### src/rtl/bsp_pkg.sv
// Shared opcodes, status codes and field widths for the binary search probe controller.
`default_nettype none

package bsp_pkg;

    localparam int OP_W = 3;
    localparam int ST_W = 2;

    localparam logic [OP_W-1:0] OP_START = 3'd0;
    localparam logic [OP_W-1:0] OP_EQUAL = 3'd1;
    localparam logic [OP_W-1:0] OP_LEFT  = 3'd2;
    localparam logic [OP_W-1:0] OP_RIGHT = 3'd3;
    localparam logic [OP_W-1:0] OP_SKIP  = 3'd4;

    localparam logic [ST_W-1:0] ST_CONTINUE  = 2'd0;
    localparam logic [ST_W-1:0] ST_FOUND     = 2'd1;
    localparam logic [ST_W-1:0] ST_NOT_FOUND = 2'd2;

endpackage

`default_nettype wire

### src/rtl/binary_search_probe_controller.sv
// Top level of the binary search probe controller: input stage, search state and result register.
//
//  channel | dir | tdata (low bit up)                         | tuser (low bit up)
//  s_axis  | in  | start_index, stop_index                    | opcode
//  m_axis  | out | check_index, found_index, zero pad         | search_status, start_rejected
//
// One command per cycle sustained while the output is not stalled; a command is held
// in the input register, then its result and the new search state are written
// together by the step logic.
// rst_n clears the search state to finished-not-found and empties both stages.
// A stalled output holds its result; the input register still takes one transaction.
`default_nettype none

module binary_search_probe_controller #(
    parameter int INDEX_BITS = 16
) (
    input  wire logic                                clk,
    input  wire logic                                rst_n,
    input  wire logic                                s_tvalid,
    output logic                                     s_tready,
    // start_index, stop_index, zero pad
    input  wire logic [((2*INDEX_BITS+7)/8)*8-1:0]   s_tdata,
    // opcode
    input  wire logic [bsp_pkg::OP_W-1:0]            s_tuser,
    output logic                                     m_tvalid,
    input  wire logic                                m_tready,
    // check_index, found_index, zero pad
    output logic      [((2*INDEX_BITS+10)/8)*8-1:0]  m_tdata,
    // search_status, start_rejected
    output logic      [bsp_pkg::ST_W:0]              m_tuser
);
    import bsp_pkg::*;

    localparam int OW         = INDEX_BITS + 2;
    localparam int FW         = INDEX_BITS + 1;
    localparam int OUT_DATA_W = ((2*INDEX_BITS+10)/8)*8;
    localparam int PAD_W      = OUT_DATA_W - OW - FW;

    logic                  in_valid_reg;
    logic                  in_valid_next;
    logic [OP_W-1:0]       op_reg;
    logic [INDEX_BITS-1:0] start_reg;
    logic [INDEX_BITS-1:0] stop_reg;

    logic                  out_valid_reg;
    logic                  out_valid_next;
    logic [OW-1:0]         check_reg;
    logic [FW-1:0]         found_reg;
    logic [ST_W-1:0]       status_out_reg;
    logic                  rejected_reg;

    logic [INDEX_BITS-1:0] left_reg;
    logic [INDEX_BITS-1:0] right_reg;
    logic [INDEX_BITS-1:0] pivot_reg;
    logic [OW-1:0]         offset_reg;
    logic [ST_W-1:0]       status_reg;

    logic [INDEX_BITS-1:0] left_next;
    logic [INDEX_BITS-1:0] right_next;
    logic [INDEX_BITS-1:0] pivot_next;
    logic [OW-1:0]         offset_next;
    logic [ST_W-1:0]       status_next;
    logic [OW-1:0]         check_next;
    logic [FW-1:0]         found_next;
    logic                  rejected_next;

    logic advance;
    logic in_take;

    assign advance  = in_valid_reg && (!out_valid_reg || m_tready);
    assign s_tready = !in_valid_reg || advance;
    assign in_take  = s_tvalid && s_tready;

    assign in_valid_next  = in_take || (in_valid_reg && !advance);
    assign out_valid_next = advance || (out_valid_reg && !m_tready);

    bsp_step #(
        .INDEX_BITS(INDEX_BITS)
    ) u_step (
        .opcode            (op_reg),
        .start_index       (start_reg),
        .stop_index        (stop_reg),
        .left_bound        (left_reg),
        .right_bound       (right_reg),
        .pivot             (pivot_reg),
        .probe_offset      (offset_reg),
        .status            (status_reg),
        .left_bound_next   (left_next),
        .right_bound_next  (right_next),
        .pivot_next        (pivot_next),
        .probe_offset_next (offset_next),
        .status_next       (status_next),
        .check_index       (check_next),
        .found_index       (found_next),
        .start_rejected    (rejected_next)
    );

    always_ff @(posedge clk or negedge rst_n)
    begin
        if (!rst_n)
        begin
            in_valid_reg  <= 1'b0;
            out_valid_reg <= 1'b0;
            left_reg      <= '0;
            right_reg     <= '0;
            pivot_reg     <= '0;
            offset_reg    <= '0;
            status_reg    <= ST_NOT_FOUND;
        end
        else
        begin
            in_valid_reg  <= in_valid_next;
            out_valid_reg <= out_valid_next;
            if (advance)
            begin
                left_reg   <= left_next;
                right_reg  <= right_next;
                pivot_reg  <= pivot_next;
                offset_reg <= offset_next;
                status_reg <= status_next;
            end
        end
    end

    always_ff @(posedge clk)
    begin
        if (in_take)
        begin
            op_reg    <= s_tuser;
            start_reg <= s_tdata[INDEX_BITS-1:0];
            stop_reg  <= s_tdata[2*INDEX_BITS-1:INDEX_BITS];
        end
        if (advance)
        begin
            check_reg      <= check_next;
            found_reg      <= found_next;
            status_out_reg <= status_next;
            rejected_reg   <= rejected_next;
        end
    end

    assign m_tvalid = out_valid_reg;
    assign m_tdata  = {{PAD_W{1'b0}}, found_reg, check_reg};
    assign m_tuser  = {rejected_reg, status_out_reg};

`ifndef NO_ASSERTIONS
    a_found_only_when_found: assert property (@(posedge clk) disable iff (!rst_n)
        (m_tvalid && status_out_reg != ST_FOUND) |-> (found_reg == '1))
        else $error("found index set without found status");

    a_found_matches_check: assert property (@(posedge clk) disable iff (!rst_n)
        (m_tvalid && status_out_reg == ST_FOUND) |-> (found_reg == check_reg[FW-1:0]))
        else $error("found index differs from check index");

    a_finished_holds: assert property (@(posedge clk) disable iff (!rst_n)
        (advance && op_reg != OP_START && status_reg != ST_CONTINUE)
            |=> $stable(status_reg) && $stable(offset_reg) && $stable(pivot_reg))
        else $error("finished search changed by an outcome command");

    a_reject_keeps_state: assert property (@(posedge clk) disable iff (!rst_n)
        (advance && rejected_next) |=> $stable(status_reg) && $stable(left_reg)
            && $stable(right_reg))
        else $error("rejected start changed the search state");
`endif

endmodule

`default_nettype wire

### src/rtl/bsp_step.sv
// Next-state and result logic for one command of the binary search probe controller.
`default_nettype none

module bsp_step #(
    parameter int INDEX_BITS = 16
) (
    input  wire logic [bsp_pkg::OP_W-1:0]  opcode,
    input  wire logic [INDEX_BITS-1:0]     start_index,
    input  wire logic [INDEX_BITS-1:0]     stop_index,
    input  wire logic [INDEX_BITS-1:0]     left_bound,
    input  wire logic [INDEX_BITS-1:0]     right_bound,
    input  wire logic [INDEX_BITS-1:0]     pivot,
    input  wire logic [INDEX_BITS+1:0]     probe_offset,
    input  wire logic [bsp_pkg::ST_W-1:0]  status,
    output logic      [INDEX_BITS-1:0]     left_bound_next,
    output logic      [INDEX_BITS-1:0]     right_bound_next,
    output logic      [INDEX_BITS-1:0]     pivot_next,
    output logic      [INDEX_BITS+1:0]     probe_offset_next,
    output logic      [bsp_pkg::ST_W-1:0]  status_next,
    output logic      [INDEX_BITS+1:0]     check_index,
    output logic      [INDEX_BITS:0]       found_index,
    output logic                           start_rejected
);
    import bsp_pkg::*;

    localparam int OW = INDEX_BITS + 2;
    localparam int NW = INDEX_BITS + 3;
    localparam logic signed [NW-1:0] ONE_N = NW'(1);

    // zig-zag: 0 -> +1, +k -> -k, -k -> +k+1
    function automatic logic [OW-1:0] next_offset(input logic [OW-1:0] off);
        logic [OW-1:0] res;
        if (off == '0)
            res = OW'(1);
        else if (!off[OW-1])
            res = -off;
        else
            res = -off + OW'(1);
        return res;
    endfunction

    function automatic logic [INDEX_BITS-1:0] mid(input logic [INDEX_BITS-1:0] lo,
                                                  input logic [INDEX_BITS-1:0] hi);
        logic [INDEX_BITS:0] sum;
        sum = {1'b0, lo} + {1'b0, hi};
        return sum[INDEX_BITS:1];
    endfunction

    logic signed [NW-1:0] piv_x;
    logic signed [NW-1:0] left_x;
    logic signed [NW-1:0] right_x;
    logic signed [NW-1:0] off_x;
    logic signed [NW-1:0] skip_x;
    logic signed [NW-1:0] nb_left;
    logic signed [NW-1:0] nb_right;
    logic signed [NW-1:0] nb_skip;
    logic signed [NW-1:0] chk_x;
    logic [OW-1:0]        off_skip;
    logic                 off_pos;
    logic                 off_neg;

    assign piv_x    = $signed({3'b000, pivot});
    assign left_x   = $signed({3'b000, left_bound});
    assign right_x  = $signed({3'b000, right_bound});
    assign off_x    = $signed({probe_offset[OW-1], probe_offset});
    assign off_neg  = probe_offset[OW-1];
    assign off_pos  = !off_neg && (probe_offset != '0);
    assign off_skip = next_offset(probe_offset);
    assign skip_x   = $signed({off_skip[OW-1], off_skip});

    assign nb_left  = off_pos ? (piv_x - off_x) : (piv_x + off_x - ONE_N);
    assign nb_right = off_neg ? (piv_x - off_x + ONE_N) : (piv_x + off_x + ONE_N);
    assign nb_skip  = piv_x + skip_x;

    always_comb
    begin
        left_bound_next   = left_bound;
        right_bound_next  = right_bound;
        pivot_next        = pivot;
        probe_offset_next = probe_offset;
        status_next       = status;
        start_rejected    = 1'b0;
        if (opcode == OP_START)
        begin
            if (start_index >= stop_index)
            begin
                start_rejected = 1'b1;
            end
            else
            begin
                status_next       = ST_CONTINUE;
                left_bound_next   = start_index;
                right_bound_next  = stop_index;
                pivot_next        = mid(start_index, stop_index);
                probe_offset_next = '0;
            end
        end
        else if (status == ST_CONTINUE)
        begin
            unique case (opcode)
                OP_EQUAL:
                begin
                    status_next = ST_FOUND;
                end
                OP_LEFT:
                begin
                    if (nb_left >= right_x || nb_left < left_x)
                    begin
                        status_next = ST_NOT_FOUND;
                    end
                    else
                    begin
                        right_bound_next  = nb_left[INDEX_BITS-1:0];
                        pivot_next        = mid(left_bound, nb_left[INDEX_BITS-1:0]);
                        probe_offset_next = '0;
                    end
                end
                OP_RIGHT:
                begin
                    if (nb_right <= left_x || nb_right > right_x)
                    begin
                        status_next = ST_NOT_FOUND;
                    end
                    else
                    begin
                        left_bound_next   = nb_right[INDEX_BITS-1:0];
                        pivot_next        = mid(nb_right[INDEX_BITS-1:0], right_bound);
                        probe_offset_next = '0;
                    end
                end
                OP_SKIP:
                begin
                    probe_offset_next = off_skip;
                    if (nb_skip > right_x || nb_skip < left_x)
                        status_next = ST_NOT_FOUND;
                end
                default:
                begin
                    // abort
                    status_next = ST_NOT_FOUND;
                end
            endcase
        end
    end

    assign chk_x = $signed({3'b000, pivot_next})
                 + $signed({probe_offset_next[OW-1], probe_offset_next});
    assign check_index = chk_x[OW-1:0];
    assign found_index = (status_next == ST_FOUND) ? chk_x[INDEX_BITS:0] : '1;

endmodule

`default_nettype wire

### config.mk
export PLATFORM = sky130hd
export DESIGN_NAME = binary_search_probe_controller
export DESIGN_NICKNAME = d
export VERILOG_FILES = /design/src/rtl/bsp_pkg.sv /design/src/rtl/binary_search_probe_controller.sv /design/src/rtl/bsp_step.sv
export SDC_FILE = /design/constraint.sdc
export NUM_CORES = 1
export LEC_CHECK = 0
export ABC_AREA = 0
export ABC_CLOCK_PERIOD_IN_PS = 26900
export BUFFER_PORTS_ARGS = -buffer_cell sky130_fd_sc_hd__buf_2
export CORE_ASPECT_RATIO = 1.75
export CORE_MARGIN = 2
export CORE_UTILIZATION = 40
export CTS_BUF_LIST = sky130_fd_sc_hd__clkbuf_8
export DETAILED_ROUTE_END_ITERATION = 8
export PLACE_DENSITY = 0.56
export SLEW_MARGIN = 10
export SYNTH_ARGS = -nofsm -noshare
export SYNTH_HDL_FRONTEND = slang
export SYNTH_SLANG_ARGS = --single-unit
export TNS_END_PERCENT = 10
### constraint.sdc
create_clock -name clk -period 26.9 [get_ports clk]
set_clock_uncertainty 0.1 [all_clocks]
set_input_delay 5.38 -clock clk [delete_from_list [all_inputs] [get_ports clk]]
set_output_delay 5.38 -clock clk [all_outputs]
set_load 0.005 [all_outputs]
==> impl_metrics.ini, run 1 <==
[clocking]
post-cts-setup-buffer-count = 0
numCtsBuffers = 17
ctsHoldBuffers = 0
cts_max_path_buffers = 2
cts_root_buffer = clkbuf_8
clk_pin_slew_ns = 0.11
cts_tree = done
htree_num_levels = 4
post_cts_resized = 0
clk_latency_ns = 0.52
cts.sinks = 143

[final_layout]
syn_to_final_growth_pct = 8.67
layout.cells.non_filler = 2577
num-fill-cells = 4098
drive_gt1_share_pct = 10.0
final_common_cell = ha_1
final_cell_mix = 227 x ha_1, 160 x nor2_1, 139 x inv_1
nets = 2286

[timing]
max_freq_mhz = 86.4
tightest_slew_ns = 1.17
rsz0062_at_grt = no
max_slew_margin_pct = 20.0
setup_viol = 0
layout_min_cycle_time_ns = 11.58
period_share_pct = 43.1
slew_violations = 0
hold_violations = 0
setup-tns-final_ns = 0

[setup_path]
cp_common_cell = o21ai_0
slowest_delay_ns = 0.97
crit_arrival_ns = 11.76
path_class = flop to flop
cp.required_ns = 27.08
worst_path_max_delay_cell = clkinv_1
crit_family = compound AO/OA/AOI/OAI gates
end_kind = flop
path_max_fanout = 41
cp_num_buf_inv = 4
start_kind = flop

[flow_run]
max_cap_viol_count = 0

[detailed_routing]
drt_iter0_drc = 1042
drt_pass1_iterations = 5
wl_per_cell_um = 26.1
vias = 15500
ant_nets = 0
finalWirelength_mm = 67.2
via_per_inst = 6.01
drc = 0

[synth]
ys_ff_latch = 143
synth.distinct_cells = 104
ys_warn_count = 0
synth_edf_count = 73
synth_cells = 1952
async_flop_share_pct = 49.0
syn_area_per_cell_um2 = 8.47
synth_ff_type = edfxtp_1
synthesis.area_mm2 = 0.0165
ys_seq_area_share_pct = 23.9

[floorplanning]
start_util_pct = 40.5
die_x_um = 158
dieHeight_um = 273
dieArea_mm2 = 0.0430
io_pins = 84
fp-row-count = 98
core-area_mm2 = 0.0408

[global_route]
track_usage_pct = 31.2
overflow = 0
grt_pass1_vias = 15300
grt_pass1_wl_mm = 97.6
grt_max_degree = 51
grt_antenna_before_repair = 3

[outcome]
status = finished, final reports clean

[hold_path]
min_path_type = flop to flop

[placed_design]
dp.cells = 2544
io_buffers = 78
dp_hpwl_mm = 55.3
gp_congestion = 1.09
==> layer usage <==
metal	routed length [µm]	GRT usage, %	share of wire [%]
met1	23200	30.8	35
met4	5690	23.1	8.5
met2	35500	58.2	53
met3	2700	4.19	4.0
met5	12	0	0.018
==> cell usage after synthesis (44+ instances only) <==
master    count  area share (%)
a21oi_1     126             3.8
dfrtp_1      69              10
edfxtp_1     73              13
ha_1        227              17
inv_1       140             3.2
mux2i_1      59             3.6
nand2_1     120             2.7
nand2b_1     45             1.7
nand3_1      44             1.3
nor2_1      160             3.6
nor3_1       60             1.8
o21ai_0     119             3.6
xnor2_1     113             6.0
==> worst reg2reg max path, delay by kind of cell (launching register included) <==
| kind | cells | cell delay (ns) |
|---|---|---|
| compound gates | 17 | 4.43 |
| xor+xnor | 3 | 0.91 |
| fa+ha+maj | 2 | 0.78 |
| buf+inv | 4 | 1.78 |
| flops | 1 | 0.34 |
| mux | 1 | 0.12 |
| simple gates | 10 | 2.89 |
==> metrics by stage <==
stage | utilization, % | area (µm²) | hold slack [ns] | setup WS [ns]
6_report | 44.0 | 18000 | 0.413 | 15.32
5_1_grt | 44.0 | 18000 | 0.423 | 14.68
4_1_cts | 44.0 | 18000 | 0.409 | 15.58
3_5_place_dp | 43.0 | 17500 | 0.384 | 15.60
3_3_place_gp | 43.0 | 17500 | 0.369 | 15.64
2_1_floorplan | - | 16500 | 0.357 | 15.87
==> cell families (layout without fill, tap and decap cells) <==
logic type / count (synthesis) / count (layout) / synth area share (%)
simple gates: 595 / 595 / 18.1
compound gates: 549 / 549 / 22.6
fa+ha+maj: 235 / 235 / 18.1
buf+inv: 213 / 283 / 5.34
xor+xnor: 149 / 149 / 7.89
flops: 143 / 143 / 23.9
mux: 67 / 67 / 4.13
other cells: 1 / 6 / 0.0227
==> final timing paths <==
check,cells after the start,slack (ns),startpoint,to
worst max-delay path,37,15.32,offset_reg[17],check_reg[17]
worst min-delay path,1,0.41,in_valid_reg,m_tvalid
worst max register to register,37,15.32,offset_reg[17],check_reg[17]
worst min register to register,1,0.41,in_valid_reg,m_tvalid
max in group asynchronous,2,20.83,rst_n,right_reg[5]
min in group asynchronous,1,4.66,rst_n,in_valid_reg
==> final cells by class <==
cell class | instances | area (µm²) | share of cell area [%]
inverters | 143 | 537 | 2.99
clock buffers | 17 | 234 | 1.30
repair buffers | 108 | 618 | 3.44
diodes | 1 | 2.50 | 0.0139
clock inverters | 15 | 191 | 1.07
flip-flops and latches | 143 | 3950 | 22.0
multi-input cells | 1600 | 11800 | 65.4
well taps | 550 | 688 | 3.83
Power of run 1 is left out: the tool's default activity adds up to more than one toggle a clock period on the data nets, which glitch-free logic cannot reach.
==> run 2, diff against run 1 <==
--- a/config.mk
+++ b/config.mk
@@ -6,14 +6,14 @@
 export NUM_CORES = 1
 export LEC_CHECK = 0
 export ABC_AREA = 0
-export ABC_CLOCK_PERIOD_IN_PS = 26900
+export ABC_CLOCK_PERIOD_IN_PS = 10100
 export BUFFER_PORTS_ARGS = -buffer_cell sky130_fd_sc_hd__buf_2
 export CORE_ASPECT_RATIO = 1.75
 export CORE_MARGIN = 2
 export CORE_UTILIZATION = 40
 export CTS_BUF_LIST = sky130_fd_sc_hd__clkbuf_8
 export DETAILED_ROUTE_END_ITERATION = 8
-export PLACE_DENSITY = 0.56
+export PLACE_DENSITY = 0.58
 export SLEW_MARGIN = 10
 export SYNTH_ARGS = -nofsm -noshare
 export SYNTH_HDL_FRONTEND = slang
==> constraint.sdc (replaced) <==
create_clock -name clk -period 10.1 [get_ports clk]
set_clock_uncertainty 0.1 [all_clocks]
set_input_delay 2.02 -clock clk [delete_from_list [all_inputs] [get_ports clk]]
set_output_delay 2.02 -clock clk [all_outputs]
set_load 0.005 [all_outputs]
==> impl_metrics.ini, run 2 (synthesis results as in run 1) <==
[power]
power.static_leakage_nw = 8.67
p_per_area_mw_per_mm2 = 405
p_total_w = 0.00777
vdd_drop_max_mv = 0.164

[clocking]
numCtsBuffers = 17
cts.sinks = 143
clk_latency_ns = 0.51
clk_pin_slew_ns = 0.11
cts_root_buffer = clkbuf_8
ctsHoldBuffers = 0
htree_num_levels = 4
cts_tree = done
cts_max_path_buffers = 2

[setup_path]
worst_path_max_delay_cell = or3b_2
crit_arrival_ns = 9.81
end_kind = flop
reg2reg_depth = 40
cp.required_ns = 10.25
start_kind = flop
path_class = flop to flop
path_max_fanout = 5
slowest_delay_ns = 0.54
cp_common_cell = o21ai_0

[placed_design]
dp_hpwl_mm = 58.3
io_buffers = 78
place_area_mm2 = 0.0187
gp_congestion = 1.06

[timing]
layout_min_cycle_time_ns = 9.66
setup-tns-final_ns = 0
period_share_pct = 95.7
max_freq_mhz = 104
tightest_slew_ns = 1.11
max_slew_margin_pct = 24.3
hold_violations = 0
slew_violations = 0
setup_viol = 0

[detailed_routing]
wl_per_cell_um = 25.6
finalWirelength_mm = 70.1
ant_nets = 0
drt_iter0_drc = 1194
via_per_inst = 5.96
drt_pass1_iterations = 5
drc = 0
vias = 16300

[floorplanning]
fp-row-count = 98
start_util_pct = 40.5
dieHeight_um = 273
dieArea_mm2 = 0.0430
io_pins = 84
die_x_um = 158
core-area_mm2 = 0.0408

[global_route]
top_usage_layer = met2
grt_util_met2_pct = 60.1
grt_antenna_before_repair = 1
met1_usage_pct = 33.3
use_met3_pct = 3.49
grt_pass1_vias = 16500
track_usage_pct = 32.8
grt_max_degree = 71
grt_pass1_wl_mm = 103
overflow = 0

[hold_path]
min_path_type = flop to flop
hold_depth = 1

[final_layout]
final_cell_mix = 224 x ha_1, 187 x buf_4, 160 x nor2_1
nets = 2442
num-fill-cells = 4094
syn_to_final_growth_pct = 16.2
final_common_cell = ha_1
drive_gt1_share_pct = 17.1
stdcell_area_mm2 = 0.0192

[flow_run]
max_cap_viol_count = 0

[outcome]
status = finished, final reports clean
-- run 2: changes by cell type in the layout (fill, tap and decap cells not counted), moves of 3 or more --
cell	change
ha_1	-3
ha_2	+3
a211oi_1	-3
a211oi_2	+3
buf_4	+156
-- run 2: timing repair --
item	CTS	global route
setup endpoints to repair	0	11
resized for setup	0	14
buffers inserted	0	1
-- run 2: where the power goes --
part | switching (W) | internal (W) | leakage [nW]
clock network | 0.000313 | 0.000191 | 0.207
registers | 0.000131 | 0.000750 | 1.55
logic | 0.00390 | 0.00249 | 6.91
-- run 2: final cells by class --
class / instances / area (µm²) / share of cell area (%)
flip-flops and latches: 143 / 3950 / 20.5
repair buffers: 264 / 1790 / 9.31
multi-input cells: 1600 / 11800 / 61.6
inverters: 143 / 537 / 2.79
well taps: 550 / 688 / 3.58
clock buffers: 17 / 234 / 1.22
diodes: 1 / 2.50 / 0.0130
clock inverters: 15 / 188 / 0.977
-- run 2: worst paths after layout --
path | endpoint | slack (ns) | startpoint
max in group asynchronous | left_reg[5] | 7.56 | rst_n
worst min register to register | m_tvalid | 0.39 | in_valid_reg
worst max register to register | check_reg[17] | 0.44 | pivot_reg[0]
worst max-delay path | check_reg[17] | 0.44 | pivot_reg[0]
min in group asynchronous | m_tvalid | 1.58 | rst_n
worst min-delay path | m_tvalid | 0.39 | in_valid_reg
-- run 2: through the flow --
stage               worst slack, ns  utilization, %  cells  hold WS [ns]
global placement              0.329            45.8   2699         0.368
detailed placement            0.268            45.8   2699         0.385
global route                -0.0212            47.0   2733         0.420
finish                        0.439            47.0   2733         0.390
CTS                           0.178            46.8   2731         0.385
floorplan                      1.10               -   1956         0.357
-- run 2: worst max-delay path: cells and delay by family (launching register included) --
kind                     cells  cell delay (ns)
AND/OR/NAND/NOR             10             2.41
AO/OA/AOI/OAI               19             3.91
flip-flops                   1             0.46
multiplexers                 1             0.15
adder cells (fa/ha/maj)      4             1.32
XOR/XNOR                     3             0.70
buffers and inverters        3             0.35
-- run 2: per-layer routing --
layer,wire length [µm],share of wire (%)
met1,24000,34
met4,6810,9.7
met5,0,0
met2,36400,52
met3,2880,4.1
Power figures use the tool's default switching activity.
==> run 3, diff against run 2 <==
--- a/config.mk
+++ b/config.mk
@@ -8,12 +8,14 @@
 export ABC_AREA = 0
 export ABC_CLOCK_PERIOD_IN_PS = 10100
 export BUFFER_PORTS_ARGS = -buffer_cell sky130_fd_sc_hd__buf_2
+export CELL_PAD_IN_SITES_DETAIL_PLACEMENT = 2
+export CELL_PAD_IN_SITES_GLOBAL_PLACEMENT = 2
 export CORE_ASPECT_RATIO = 1.75
 export CORE_MARGIN = 2
-export CORE_UTILIZATION = 40
+export CORE_UTILIZATION = 36
 export CTS_BUF_LIST = sky130_fd_sc_hd__clkbuf_8
 export DETAILED_ROUTE_END_ITERATION = 8
-export PLACE_DENSITY = 0.58
+export PLACE_DENSITY = 0.79
 export SLEW_MARGIN = 10
 export SYNTH_ARGS = -nofsm -noshare
 export SYNTH_HDL_FRONTEND = slang
==> impl_metrics.ini, run 3 (synthesis results as in run 1) <==
[detailed_routing]
vias = 16600
via_per_inst = 6.09
finalWirelength_mm = 80.6
drt_pass1_iterations = 5
ant_nets = 0
drc = 0
drt_iter0_drc = 829
wl_per_cell_um = 29.6

[placed_design]
dpl_worst_slack_ns = -0.0581
io_buffers = 78
dp_hpwl_mm = 67.0
gp_congestion = 0.974
dp.cells = 2690

[timing]
max_slew_margin_pct = 29.3
layout_min_cycle_time_ns = 9.73
hold_violations = 0
period_share_pct = 96.3
tightest_slew_ns = 1.06
rsz0062_at_grt = yes
max_freq_mhz = 103
slew_violations = 0
setup_slack_ns = 0.375
setup_viol = 0

[setup_path]
path_max_fanout = 14
start_kind = flop
crit_arrival_ns = 9.94
end_kind = flop
slowest_delay_ns = 0.56
cp.required_ns = 10.31
path_class = flop to flop
worst_path_max_delay_cell = or3b_2

[final_layout]
final_common_cell = ha_1
layout.cells.non_filler = 2725
final_cell_mix = 226 x ha_1, 160 x nor2_1, 151 x buf_4
nets = 2407
drive_gt1_share_pct = 15.9
utilization_pct = 42.1
syn_to_final_growth_pct = 15.1

[floorplanning]
core-area_mm2 = 0.0452
fp-row-count = 103
dieArea_mm2 = 0.0477
die_x_um = 166
dieHeight_um = 287
start_util_pct = 36.6
io_pins = 84

[power]
power.static_leakage_nw = 8.53
p_total_w = 0.00798
p_per_area_mw_per_mm2 = 419
vdd_drop_max_mv = 0.197

[global_route]
grt_antenna_before_repair = 1
track_usage_pct = 33.6
overflow = 0
grt_max_degree = 61
grt_pass1_vias = 18700
grt_pass1_wl_mm = 119

[clocking]
clk_latency_ns = 0.55
cts_max_path_buffers = 2
numCtsBuffers = 17
htree_num_levels = 4
cts_tree = done
clk_pin_slew_ns = 0.12
cts.sinks = 143
ctsHoldBuffers = 0
cts_root_buffer = clkbuf_8

[flow_run]
max_cap_viol_count = 0

[outcome]
status = finished, final reports clean

[hold_path]
min_path_type = flop to flop
==> run 3: cell types whose count changed in the layout (fill, tap and decap cells not counted), moves of 3 or more <==
| cell | before | now |
|---|---|---|
| inv_6 | 1 | 6 |
| buf_4 | 187 | 151 |
| o21ai_0 | 119 | 116 |
| o21ai_1 | 9 | 12 |
==> run 3: layer usage <==
metal	wire length, µm	global-route usage (%)
met3	2580	4.28
met2	42800	64.3
met5	0	0
met4	8520	29.8
met1	26800	31.0
==> run 3: final cells by class <==
cell class	instances	area [µm²]
antenna	1	2.50
clock buffer	17	234
clock inverter	15	189
fill	5098	26200
inverter	143	537
multi-input combinational	1600	11900
sequential	143	3950
tap	577	722
timing repair buffer	229	1530
==> run 3: what timing repair did <==
item | CTS | global route
resized for setup | 4 | 22
pin swaps | 0 | 3
setup endpoints to repair | 6 | 13
buffers inserted | 0 | 2
==> run 3: worst max-delay path, delay by kind of cell (launching register included) <==
family,cells,cell delay (ns)
xor gates and xnor gates,2,0.37
AOI/OAI and AO/OA,14,2.92
and+or+nand+nor,13,3.08
adders and majority gates,5,1.68
DFF,1,0.43
buffers and inverters,3,0.43
muxes,2,0.44
==> run 3: power by group <==
group	switching (W)	internal [W]	leakage, nW	total (W)
registers	0.000143	0.000750	1.55	0.000893
logic	0.00417	0.00237	6.77	0.00655
clock network	0.000325	0.000212	0.209	0.000536
==> run 3: path summary, 6_finish.rpt <==
kind | from | end | slack, ns | cells after the start
setup / recovery | pivot_reg[0] | found_reg[16] | 0.37 | 39
hold / removal | in_valid_reg | m_tvalid | 0.41 | 1
setup reg to reg | pivot_reg[0] | found_reg[16] | 0.37 | 39
hold reg to reg | in_valid_reg | m_tvalid | 0.41 | 1
max in group asynchronous | rst_n | offset_reg[8] | 7.49 | 2
min in group asynchronous | rst_n | right_reg[2] | 1.19 | 1
==> run 3: stage by stage <==
step,setup TNS [ns],cell area (µm²),hold WS (ns)
4_1_cts,0,18900,0.418
5_1_grt,-0.0349,19000,0.428
3_5_place_dp,-0.0581,18500,0.393
3_3_place_gp,0,18500,0.367
2_1_floorplan,0,16500,0.357
6_report,0,19000,0.413
